[src/rtl/prt_pkg.sv]
// Package for the prescaled reload timer: request and response beat types,
// request and register codes, the period table and the remainder saturation.
// Depends on nothing; every other file in rtl/ refers to it by scoped names.
`default_nettype none

package prt_pkg;

  // Widths fixed by the bus format.
  localparam int unsigned DataW = 8;
  localparam int unsigned RemW  = 12;
  localparam int unsigned SumW  = RemW + 1;

  // Saturation bounds of the prescale remainder.
  localparam logic signed [SumW-1:0] RemMinWide = -13'sd2048;
  localparam logic signed [RemW-1:0] RemMin     = -12'sd2048;
  localparam logic signed [RemW-1:0] RemMax     = 12'sd2047;
  localparam logic signed [SumW-1:0] RemMaxWide = 13'sd2047;

  // Request codes; the fourth code is unused and does nothing.
  typedef enum logic [1:0] {
    REQ_TICK  = 2'd0,
    REQ_READ  = 2'd1,
    REQ_WRITE = 2'd2
  } req_e;

  // Register select codes; the fourth code reads as zero and ignores writes.
  typedef enum logic [1:0] {
    SEL_COUNT   = 2'd0,
    SEL_MODULO  = 2'd1,
    SEL_CONTROL = 2'd2
  } sel_e;

  // Control register layout.
  localparam int unsigned CtrlEnBit = 2;

  // Request beat.
  typedef struct packed {
    logic [1:0]       req_type;
    logic [1:0]       reg_select;
    logic [DataW-1:0] write_data;
    logic [DataW-1:0] elapsed_cycles;
  } req_t;

  // Response beat.
  typedef struct packed {
    logic [DataW-1:0] read_data;
    logic             overflow_irq;
  } rsp_t;

  // Result of one prescaler step, handed from the prescaler to the registers.
  typedef struct packed {
    logic signed [RemW-1:0] rem;
    logic                   advance;
  } step_t;

  // Prescale period for each clock select code.
  function automatic logic signed [SumW-1:0] period_of(logic [1:0] sel);
    logic signed [SumW-1:0] p;
    case (sel)
      2'd0:    p = 13'sd1024;
      2'd1:    p = 13'sd16;
      2'd2:    p = 13'sd64;
      default: p = 13'sd256;
    endcase
    return p;
  endfunction

  // Saturate a widened remainder back into its register range.
  function automatic logic signed [RemW-1:0] sat_rem(logic signed [SumW-1:0] v);
    logic signed [RemW-1:0] r;
    if (v < RemMinWide) begin
      r = RemMin;
    end else if (v > RemMaxWide) begin
      r = RemMax;
    end else begin
      r = v[RemW-1:0];
    end
    return r;
  endfunction

endpackage

`default_nettype wire

[src/rtl/prt_prescale.sv]
// Prescaler step: subtracts elapsed cycles from the remainder, detects expiry
// and adds the selected period back. Purely combinational; uses prt_pkg.
`default_nettype none

module prt_prescale (
  input  logic signed [prt_pkg::RemW-1:0]  rem_i,
  input  logic        [prt_pkg::DataW-1:0] elapsed_i,
  input  logic        [1:0]                period_sel_i,
  output prt_pkg::step_t                   step_o
);

  logic signed [prt_pkg::SumW-1:0] diff;
  logic signed [prt_pkg::RemW-1:0] rem_sub;
  logic signed [prt_pkg::SumW-1:0] sum;
  logic                            expired;

  // Subtract the elapsed cycles and saturate.
  assign diff    = {rem_i[prt_pkg::RemW-1], rem_i}
                 - $signed({{(prt_pkg::SumW-prt_pkg::DataW){1'b0}}, elapsed_i});
  assign rem_sub = prt_pkg::sat_rem(diff);

  // The period expires at zero or below; reload adds one period back.
  assign expired = rem_sub[prt_pkg::RemW-1] || (rem_sub == '0);
  assign sum     = {rem_sub[prt_pkg::RemW-1], rem_sub} + prt_pkg::period_of(period_sel_i);

  always_comb begin
    step_o.advance = expired;
    step_o.rem     = expired ? prt_pkg::sat_rem(sum) : rem_sub;
  end

endmodule

`default_nettype wire

[src/rtl/prt_regs.sv]
// Timer register file: counter, reload modulo, control and prescale remainder,
// with the bus decode and the read mux. Uses prt_pkg and prt_prescale.
`default_nettype none

module prt_regs (
  input  logic          clk_i,
  input  logic          rst_ni,
  input  logic          accept_i,
  input  prt_pkg::req_t req_i,
  output prt_pkg::rsp_t rsp_o
);

  logic [prt_pkg::DataW-1:0]        count_q, count_d;
  logic [prt_pkg::DataW-1:0]        modulo_q, modulo_d;
  logic                             enable_q, enable_d;
  logic [1:0]                       period_sel_q, period_sel_d;
  logic signed [prt_pkg::RemW-1:0]  rem_q, rem_d;
  prt_pkg::step_t                   step;
  logic                             wrap;

  prt_prescale u_prescale (
    .rem_i        (rem_q),
    .elapsed_i    (req_i.elapsed_cycles),
    .period_sel_i (period_sel_q),
    .step_o       (step)
  );

  assign wrap = (count_q == {prt_pkg::DataW{1'b1}});

  // Decode the request into next state and the response beat.
  always_comb begin
    count_d      = count_q;
    modulo_d     = modulo_q;
    enable_d     = enable_q;
    period_sel_d = period_sel_q;
    rem_d        = rem_q;
    rsp_o        = '0;
    unique case (req_i.req_type)
      prt_pkg::REQ_TICK: begin
        if (enable_q) begin
          rem_d = step.rem;
          if (step.advance) begin
            count_d            = wrap ? modulo_q : count_q + 1'b1;
            rsp_o.overflow_irq = wrap;
          end
        end
      end
      prt_pkg::REQ_READ: begin
        unique case (req_i.reg_select)
          prt_pkg::SEL_COUNT:   rsp_o.read_data = count_q;
          prt_pkg::SEL_MODULO:  rsp_o.read_data = modulo_q;
          prt_pkg::SEL_CONTROL: begin
            rsp_o.read_data[prt_pkg::CtrlEnBit] = enable_q;
            rsp_o.read_data[1:0]                = period_sel_q;
          end
          default: rsp_o.read_data = '0;
        endcase
      end
      prt_pkg::REQ_WRITE: begin
        unique case (req_i.reg_select)
          prt_pkg::SEL_COUNT:   count_d = req_i.write_data;
          prt_pkg::SEL_MODULO:  modulo_d = req_i.write_data;
          prt_pkg::SEL_CONTROL: begin
            enable_d     = req_i.write_data[prt_pkg::CtrlEnBit];
            period_sel_d = req_i.write_data[1:0];
          end
          default: count_d = count_q;
        endcase
      end
      default: rsp_o = '0;
    endcase
  end

  // State registers advance only on an accepted beat.
  always_ff @(posedge clk_i or negedge rst_ni) begin
    if (!rst_ni) begin
      count_q      <= '0;
      modulo_q     <= '0;
      enable_q     <= 1'b0;
      period_sel_q <= '0;
      rem_q        <= '0;
    end else if (accept_i) begin
      count_q      <= count_d;
      modulo_q     <= modulo_d;
      enable_q     <= enable_d;
      period_sel_q <= period_sel_d;
      rem_q        <= rem_d;
    end
  end

endmodule

`default_nettype wire

[src/rtl/prescaled_reload_timer.sv]
// Top level of the prescaled reload timer: input handshake, register file and
// the output register. Uses prt_pkg and prt_regs.
//
//   Channel  Direction  Signals                          Beat type
//   in       sink       in_valid_i, in_ready_o, in_data_i    prt_pkg::req_t
//   out      source     out_valid_o, out_ready_i, out_data_o prt_pkg::rsp_t
//
// Every request beat produces one response beat in the cycle after acceptance.
// A request is taken in every cycle while the output register is empty or
// is being drained, so the sustained rate is one beat per cycle.
// Reset clears the counter, modulo, control and remainder and empties the
// output register. A stalled output holds its beat and stops new requests.
`default_nettype none

module prescaled_reload_timer (
  input  logic          clk_i,
  input  logic          rst_ni,
  input  logic          in_valid_i,
  output logic          in_ready_o,
  input  prt_pkg::req_t in_data_i,
  output logic          out_valid_o,
  input  logic          out_ready_i,
  output prt_pkg::rsp_t out_data_o
);

  logic          accept;
  logic          out_valid_q;
  prt_pkg::rsp_t out_data_q;
  prt_pkg::rsp_t rsp;

  // Take a request whenever the output register frees up this cycle.
  assign in_ready_o = !out_valid_q || out_ready_i;
  assign accept     = in_valid_i && in_ready_o;

  prt_regs u_regs (
    .clk_i    (clk_i),
    .rst_ni   (rst_ni),
    .accept_i (accept),
    .req_i    (in_data_i),
    .rsp_o    (rsp)
  );

  // Output register valid flag.
  always_ff @(posedge clk_i or negedge rst_ni) begin
    if (!rst_ni) begin
      out_valid_q <= 1'b0;
    end else if (accept) begin
      out_valid_q <= 1'b1;
    end else if (out_ready_i) begin
      out_valid_q <= 1'b0;
    end
  end

  // Output register payload.
  always_ff @(posedge clk_i) begin
    if (accept) begin
      out_data_q <= rsp;
    end
  end

  assign out_valid_o = out_valid_q;
  assign out_data_o  = out_data_q;

endmodule

`default_nettype wire

[config.mk]
export PLATFORM = sky130hd
export DESIGN_NAME = prescaled_reload_timer
export DESIGN_NICKNAME = d
export VERILOG_FILES = /design/src/rtl/prt_pkg.sv /design/src/rtl/prt_prescale.sv /design/src/rtl/prt_regs.sv /design/src/rtl/prescaled_reload_timer.sv
export SDC_FILE = /design/constraint.sdc
export NUM_CORES = 1
export LEC_CHECK = 0
export BUFFER_PORTS_ARGS = -buffer_cell sky130_fd_sc_hd__buf_2
export CELL_PAD_IN_SITES_DETAIL_PLACEMENT = 1
export CELL_PAD_IN_SITES_GLOBAL_PLACEMENT = 1
export CORE_ASPECT_RATIO = 1.1
export CORE_MARGIN = 4
export CORE_UTILIZATION = 47
export CTS_BUF_LIST = sky130_fd_sc_hd__clkbuf_8
export DETAILED_ROUTE_END_ITERATION = 12
export PLACE_DENSITY_LB_ADDON = 0.1
export SLEW_MARGIN = 20
export SYNTH_ARGS = -nofsm -noshare
export SYNTH_HDL_FRONTEND = slang
export SYNTH_SLANG_ARGS = --single-unit
[constraint.sdc]
create_clock -name clk_i -period 5.05 [get_ports clk_i]
set_input_delay 0.7575 -clock clk_i [delete_from_list [all_inputs] [get_ports clk_i]]
set_output_delay 0.7575 -clock clk_i [all_outputs]
set_load 0.005 [all_outputs]
## After elaboration in Yosys (flattened, before gate mapping)

Cells that the tools add are included.

| cells by class | value |
|---|---|
| add/subtract/negate cells | 3 |
| magnitude comparators | 4 |
| equal/unequal tests | 10 |
| multiplexer cells | 15 |
| reduce and logical (&&, ||, !) cells | 15 |

Operators by type and width:

| cell | number |
|---|---|
| $mux 12 | 5 |
| $pmux 11 s3 | 1 |
| $mux 8 | 4 |
| $gt 13x12->1 const B | 2 |
| $lt 13x12->1 const B | 2 |
| $pmux 8 s2 | 1 |
| $add 13x13->13 | 1 |
| $sub 12x9->13 | 1 |
| $logic_not 12->1 | 1 |
| $reduce_and 3->1 | 4 |
| $pmux 5 s2 | 1 |
| $pmux 3 s3 | 1 |
| $add 8x1->8 const B | 1 |
| $eq 8x8->1 const B | 1 |
| $eq 2x1->1 const B | 3 |
| $eq 2x2->1 const B | 3 |
| $logic_not 2->1 | 3 |
| $reduce_and 5->1 | 1 |
| $ne 2x2->1 const B | 2 |
| $reduce_bool 2->1 | 2 |
| $logic_or 1x1->1 | 2 |
| $mux 1 | 2 |
| $ne 2x1->1 const B | 1 |
| $logic_and 1x1->1 | 1 |
| $logic_not 1->1 | 1 |

| word-level totals | value |
|---|---|
| flip-flop bits (word level) | 41 |

## Longest topological paths before layout

Gate-level depths: netlist of the first run.

| logic depth | value |
|---|---|
| word-level depth | 9 |
| depth in mapped cells | 19 |
| depth with buffers taken out | 18 |

## Cells and area by module

Synthesis of the first run repeated with hierarchy kept, for this count alone.

| unflattened totals | value |
|---|---|
| cell total of the unflattened synthesis | 346 |
| area, all modules | 3,246.9 um^2 |

Modules (own cells, without submodules):

| module | times used | cells an instance | area an instance (um^2) |
|---|---|---|---|
| prt_regs | 1 | 159 | 1,697.9 |
| prt_prescale | 1 | 174 | 1,224.9 |
| prescaled_reload_timer | 1 | 13 | 324.1 |

## Worst setup path before layout of the first run

No wires, ideal clock.

| timing | value |
|---|---|
| kind | input-to-reg |
| from | in in_data_i[0] (netlist name) |
| to | reg u_regs.rem_q[10] (netlist name) |
| data arrival time | 4.199 ns |
| data required time | 4.919 ns |
| path slack | 0.719 ns |
| stages | 18 |
| cells stage by stage | ha_1 fa_1 nor2b_4 o311a_1 o21ai_0 and4_1 or2_1 buf_2 nor2_1 ha_1 ha_1 a21o_1 o2111ai_1 a2111oi_0 and2_1 nor2b_1 o21a_1 o211ai_1 |

| between the ends | value |
|---|---|
| cells in the longest elaborated chain, start to end | 9 |

Ends and longest elaborated chain:

| item | line | RTL |
|---|---|---|
| start, declared | prescaled_reload_timer.sv:20 | `input prt_pkg::req_t in_data_i,` |
| $sub 12x9->13 (*) | prt_prescale.sv:19 | `- $signed({{(prt_pkg::SumW-prt_pkg::DataW){1'b0}}, elapsed_i});` |
| $gt 13x12->1 | prt_pkg.sv:73 | `end else if (v > RemMaxWide) begin` |
| $mux 12 | prt_pkg.sv:73 |  |
| $mux 12 (*) | prt_pkg.sv:71 | `if (v < RemMinWide) begin` |
| $add 13x13->13 | prt_prescale.sv:24 | `assign sum = {rem_sub[prt_pkg::RemW-1], rem_sub} + prt_pkg::period_of(period_sel_i);` |
| $gt 13x12->1 | prt_pkg.sv:73 |  |
| $mux 12 | prt_pkg.sv:73 |  |
| $mux 12 | prt_pkg.sv:71 |  |
| $mux 12 (*) | prt_prescale.sv:28 | `step_o.rem = expired ? prt_pkg::sat_rem(sum) : rem_sub;` |
| end signal, assigned | prt_regs.sv:87 | `rem_q <= rem_d;` |
| end, declared | prt_regs.sv:17 | `logic signed [prt_pkg::RemW-1:0] rem_q, rem_d;` |

Mark *: on every way between the ends. The rest lies on a longest branch, timed or not.
A chain may end at the register's enable or synchronous reset.

## Final worst setup path of the first run

Ends and elaborated chain as after synthesis.

==> reports/qor.yml, run 1 <==
use_met1: 0.274
gp_congestion: 0.857
first_pass_iters: 4
fin_setup_tns_ns: 0
clkTransAtPathRegs_ns: 0.08
synth-edff-count: 9
htreeDepth: 2
layout-drive-gt1-share: 0.200
required_ns: 5.22
drtAntennaViolNets: 0
yosys-top-cells-area: "dfrtp_1 25%, edfxtp_1 8.4%, nor2_1 5.9%"
dieArea_sq_mm: 0.00826
synth-seq-area-share: 0.332
start_kind: "input pin"
cp_slowest_cell: "a2111oi_0"
clockBufferDepth: 2
initial_core_util: 0.487
io_pins: 35
post_cts_buffers: 0
synthCells: 369
worst_pin_slew_ns: 0.808
pre_cts_ws_ns: 0.226
syn2layout_area_growth_pct: 10.7
dp_cells: 474
syn_nets: 408
worst_slack_ns: 0.510
met3_usage: 0.0314
period_share: 0.899
die_h_um: 94.9
cap_viol_max_count: 0
diodes: 0
setup_viol: 0
coreArea_sq_mm: 0.00663
worstHoldPathType: "in2async"
fin_util: 0.538
critPathMaxStageDelay_ns: 0.58
numCtsBuffers: 5
drt_first_iter_violations: 110
grt_pass1_vias: 3100
crit_top_cell: "ha_1"
power_density_mw_per_mm2: 597
slew_headroom: 0.460
cp_data_arrival_time_ns: 4.71
overflow: 0
fin_crit_ns: 4.54
avgViaCountPerCell: 6.09
finalNonFillerCells: 482
synthArstFlopShare: 0.780
critical_path_cell_count: 18
drc: 0
finalHoldViolCount: 0
reg2reg_slack_ns: 0.69
clock_sink_count: 41
path_class: "in2reg"
crit_chain: "buf_2, ha_1, fa_1, nor2b_4, o311a_1, o21ai_0, and4_1, or2_1, nor2_1, ha_1, ha_1, a21o_1, o2111ai_1, a2111oi_0, and2_1, nor2b_1, o21a_1, o211ai_1"
rsz0062_at_grt: "false"
end_kind: "register"
synth.avg_cell_area_sq_um: 8.74
die_w_um: 87.0
fmax_mhz: 220
ir_drop_mv: 0.283
antenna_found_initial: 0
post_cts_resized: 0
drt-total-wl_mm: 9.19
skew_ns: 0.0109
cts_tree: "yes"
crit_buf_inv: 1
r2r-end: "u_regs.rem_q[10]"
yosys_warnings: 0
synth_top_cell_area_share: 0.248
r2r_start: "u_regs.rem_q[0]"
drv_slew: 0
status: "finished, final reports clean"
grt_usage: 0.236
grt_pass1_wl_mm: 15.3
yosysUniqueCellTypes: 69
worstSkewPairLatency_ns: 0.30
synthFlopType: "dfrtp_1"
crit_family: "compound AO/OA/AOI/OAI gates"
cts_hold_buf: 0
path_max_fanout: 6
portBuffers: 34
busiest_layer: "met2"
layout_commonest_cell: "nor2_1"
row_count: 31
finalNetCount: 438
syn_area_sq_mm: 0.00323
rr_worst_depth: 18
dp_hpwl_mm: 7.14
routedWlPerCell_um: 19.1
final_cell_mix: "51 x nor2_1, 34 x buf_2, 32 x dfrtp_1, 31 x nand2_1, 24 x a21oi_1"
fillerInstances: 831
ys_ff_latch: 41
num_vias: 2937
root_buffer: "clkbuf_8"
use_met2: 0.432
grt_max_degree: 33
yosysTopAreaCell: "dfrtp_1"
p_leak_nw: 1.56
==> cells by family after synthesis <==
logic type / Yosys count / share of synthesized area
and+or+nand+nor: 146 / 0.229
AOI/OAI and AO/OA: 105 / 0.238
DFF: 41 / 0.332
buffers and inverters: 31 / 0.0430
muxes: 22 / 0.0729
adders and majority gates: 15 / 0.0605
xor gates and xnor gates: 9 / 0.0244
==> per-layer routing <==
layer  part of all wire  vias to the layer above
li1                   -                     1423
met1               0.41                     1443
met2               0.53                       53
met3              0.030                       18
met4              0.028                        0
met5                  0                        -
==> report_power, final <==
| part | leakage (nW) | internal, mW | switching, mW |
|---|---|---|---|
| Combinational | 1.01 | 0.537 | 0.755 |
| Clock | 0.0585 | 0.148 | 0.120 |
| Sequential | 0.487 | 0.436 | 0.134 |
==> cell usage after synthesis (all sizes together) (3+ instances only) <==
cell and count:
a211oi 6, a21boi 3, a21o 4, a21oi 25, a311oi 3, a31oi 6, and2 5, and3 4
and4 3, buf 9, clkbuf 8, dfrtp 32, edfxtp 9, ha 14, inv 14, mux2 12
mux2i 10, nand2 31, nand2b 6, nand3 10, nor2 51, nor2b 8, nor3 8, o2111ai 3
o211ai 5, o21a 5, o21ai 18, o221ai 3, o22ai 3, or2 6, or3 6, xnor2 4
xor2 5
==> flip-flops by register name, summed over array words and instances (netlist names) <==
register / count
u_regs.rem_q: 12
out_data_o: 9
u_regs.count_q: 8
u_regs.modulo_q: 8
u_regs.period_sel_q: 2
out_valid_o: 1
u_regs.enable_q: 1
==> worst reg2reg max path: cells and delay by family (launching register included) <==
kind | cells | cell delay [ns]
DFF | 1 | 0.35
and+or+nand+nor | 6 | 1.32
buffers and inverters | 1 | 0.04
adders and majority gates | 4 | 1.07
AOI/OAI and AO/OA | 7 | 1.44
==> per-stage QoR <==
step	power, mW	hold WS [ns]	area (sq um)
floorplan	1.51	0.460	3230
global placement	1.81	0.498	3460
detailed placement	1.85	0.514	3460
CTS	2.14	0.534	3570
global route	2.32	0.557	3570
finish	2.13	0.527	3570
==> cell type report <==
type	instances	area [sq um]	area share
clock inverter	3	43.8	0.0123
clock buffer	5	68.8	0.0193
timing repair buffer	40	215	0.0603
sequential	41	1070	0.300
inverter	14	52.6	0.0147
tap	82	103	0.0287
multi-input combinational	297	2020	0.565
==> how the worst max path moves through the flow <==
stage	end	from	slack, ns
2_1_floorplan	u_regs.rem_q[10]	in_data_i[0]	0.72
3_3_place_gp	u_regs.rem_q[10]	in_data_i[0]	0.44
3_5_place_dp	u_regs.rem_q[10]	in_data_i[0]	0.23
4_1_cts	u_regs.rem_q[10]	in_data_i[0]	0.53
5_1_grt	u_regs.rem_q[4]	in_data_i[0]	0.20
6_report	u_regs.rem_q[10]	in_data_i[0]	0.51
Power figures use the tool's default switching activity.
==> run 2: changes to the inputs <==
--- a/config.mk
+++ b/config.mk
@@ -6,4 +6,5 @@
 export NUM_CORES = 1
 export LEC_CHECK = 0
+export ABC_CLOCK_PERIOD_IN_PS = 5050
 export BUFFER_PORTS_ARGS = -buffer_cell sky130_fd_sc_hd__buf_2
 export CELL_PAD_IN_SITES_DETAIL_PLACEMENT = 1
@@ -13,4 +14,5 @@
 export CORE_UTILIZATION = 47
 export CTS_BUF_LIST = sky130_fd_sc_hd__clkbuf_8
+export CTS_CLUSTER_SIZE = 8
 export DETAILED_ROUTE_END_ITERATION = 12
 export PLACE_DENSITY_LB_ADDON = 0.1
==> constraint.sdc (replaced) <==
create_clock -name clk_i -period 5.05 [get_ports clk_i]
set_input_delay 1.01 -clock clk_i [delete_from_list [all_inputs] [get_ports clk_i]]
set_output_delay 1.01 -clock clk_i [all_outputs]
set_load 0.005 [all_outputs]
==> run 2 against run 1 <==
Cell area increased by 1.5%. Global-route usage increased by 0.092 points. Total power increased by 1.4%. Via count increased by 1.9%. First-iteration DRC count decreased by 20%. Critical endpoint is now u_regs.rem_q[2]. Largest cell class unchanged.
==> reports/qor.yml, run 2 (synthesis gave the netlist of run 1 again) <==
finalHoldViolCount: 0  # unchanged
end_kind: "register"
start_kind: "input pin"
crit_chain: "buf_2, ha_1, fa_1, nor2b_4, o311a_1, o21ai_0, and4_1, or2_1, nor2_1, ha_1, ha_1, a21o_1, o2111ai_1, a2111oi_1, and2_1, a211oi_2, buf_4, o21ai_1"
routedWlPerCell_um: 18.9  # -1.1%
period_share: 0.923  # +0.0239
num_vias: 2992  # +1.9%
layout_commonest_cell: "nor2_1"
row_count: 31  # unchanged
rsz0062_at_grt: "false"
cp_slowest_cell: "a2111oi_1"
layout-drive-gt1-share: 0.214  # +0.0138
power_mw: 2.16  # +1.4%
io_pins: 35  # unchanged
final_cell_mix: "51 x nor2_1, 34 x buf_2, 32 x dfrtp_1, 31 x nand2_1, 24 x a21oi_1"
drc: 0  # unchanged
initial_core_util: 0.487  # unchanged
gp_congestion: 0.913  # +6.5%
largest_register_ffs: 12  # unchanged
power_density_mw_per_mm2: 596  # about the same
grt_pass1_vias: 3092  # -0.26%
slew_headroom: 0.425  # -0.0348
fin_setup_tns_ns: 0  # unchanged
grt_pass1_wl_mm: 15.4  # +0.63%
status: "finished, final reports clean"
clock_sink_count: 41  # unchanged
antenna_found_initial: 0  # unchanged
clockBufferDepth: 2  # unchanged
drt_first_iter_violations: 88  # -20%
grt_usage: 0.237  # +0.000921
skew_ns: 0.00444  # -0.00642 ns
syn2layout_area_growth_pct: 12.3
ir_drop_mv: 0.236  # -17%
drv_slew: 0  # unchanged
dp_hpwl_mm: 7.30  # +2.2%
htreeDepth: 2  # unchanged
die_h_um: 94.9  # unchanged
cp_data_arrival_time_ns: 4.88  # +0.17 ns
fmax_mhz: 215  # -2.6%
diodes: 0  # unchanged
worst_pin_slew_ns: 0.860  # +0.0521 ns
path_max_fanout: 7  # +1
fin_util: 0.547  # +0.00811
cts_tree: "yes"
worstHoldPathType: "reg2reg"
finalNetCount: 445  # +1.6%
avgViaCountPerCell: 6.12  # +0.41%
numCtsBuffers: 5  # unchanged
cap_viol_max_count: 0  # unchanged
overflow: 0  # unchanged
post_cts_buffers: 0  # unchanged
coreArea_sq_mm: 0.00663  # unchanged
worstSkewPairLatency_ns: 0.29  # about the same
required_ns: 5.27  # +0.05 ns
portBuffers: 34  # unchanged
drtAntennaViolNets: 0  # unchanged
path_class: "in2reg"
cts_hold_buf: 0  # unchanged
crit_top_cell: "ha_1"
first_pass_iters: 4  # unchanged
largest-register: "u_regs.rem_q"
drt-total-wl_mm: 9.22  # +0.32%
p_leak_nw: 1.59  # +2.3%
setup_viol: 0  # unchanged
grt_max_degree: 33  # unchanged
fin_crit_ns: 4.66  # +0.121 ns
die_w_um: 87.0  # unchanged
clkTransAtPathRegs_ns: 0.09  # about the same
dieArea_sq_mm: 0.00826  # unchanged
root_buffer: "clkbuf_8"
post_cts_resized: 0  # unchanged
critPathMaxStageDelay_ns: 0.49  # -0.09 ns
[run 2: cell types whose count changed in the layout (fill, tap and decap cells not counted)]
cell and change:
a2111oi_0 -1, a2111oi_1 +1, buf_4 +7
[run 2: path summary, 6_finish.rpt]
| check | startpoint | end | slack (ns) | cells past startpoint |
|---|---|---|---|---|
| max in group asynchronous | rst_ni | u_regs.modulo_q[2] | 3.79 | 1 |
| worst max register to register | u_regs.rem_q[0] | u_regs.rem_q[2] | 0.82 | 18 |
| worst min-delay path | out_valid_o | out_valid_o | 0.53 | 2 |
| worst min register to register | out_valid_o | out_valid_o | 0.53 | 2 |
| worst max-delay path | in_data_i[0] | u_regs.rem_q[2] | 0.39 | 18 |
| min in group asynchronous | rst_ni | u_regs.period_sel_q[1] | 0.78 | 1 |
[run 2: through the flow]
stage                     setup slack, ns  instance area [sq um]  hold WS, ns  instances
after global routing               0.0673                   3620        0.572        489
after global placement              0.259                   3510        0.498        481
after floorplan                     0.467                   3230        0.460        369
after detailed placement           0.0309                   3510        0.518        481
after CTS                           0.315                   3620        0.539        489
final                               0.390                   3620        0.530        489
[run 2: per-layer routing]
layer	GRT usage	share of wire	vias to the layer above
li1	-	-	1439
met1	0.277	0.42	1490
met2	0.444	0.54	44
met3	0.0236	0.021	19
met4	0.0805	0.023	0
met5	0	0	-
[run 2: report_power, final]
group | leakage, nW | total, mW | switching (mW) | internal (mW)
clock network | 0.0585 | 0.271 | 0.123 | 0.148
registers | 0.487 | 0.570 | 0.133 | 0.437
logic | 1.05 | 1.32 | 0.762 | 0.559
[run 2: layout make-up]
type / instances / area, sq um
Clock inverter: 3 / 43.8
Clock buffer: 5 / 68.8
Inverter: 14 / 52.6
Sequential cell: 41 / 1070
Timing Repair Buffer: 47 / 268
Fill cell: 820 / 3010
Tap cell: 82 / 103
Multi-Input combinational cell: 297 / 2020
[run 2: worst max-delay path, delay by kind of cell]
| family | cells | cell delay, ns |
|---|---|---|
| AOI/OAI and AO/OA | 7 | 1.37 |
| and+or+nand+nor | 5 | 1.11 |
| buffers and inverters | 2 | 0.28 |
| adders and majority gates | 4 | 1.10 |
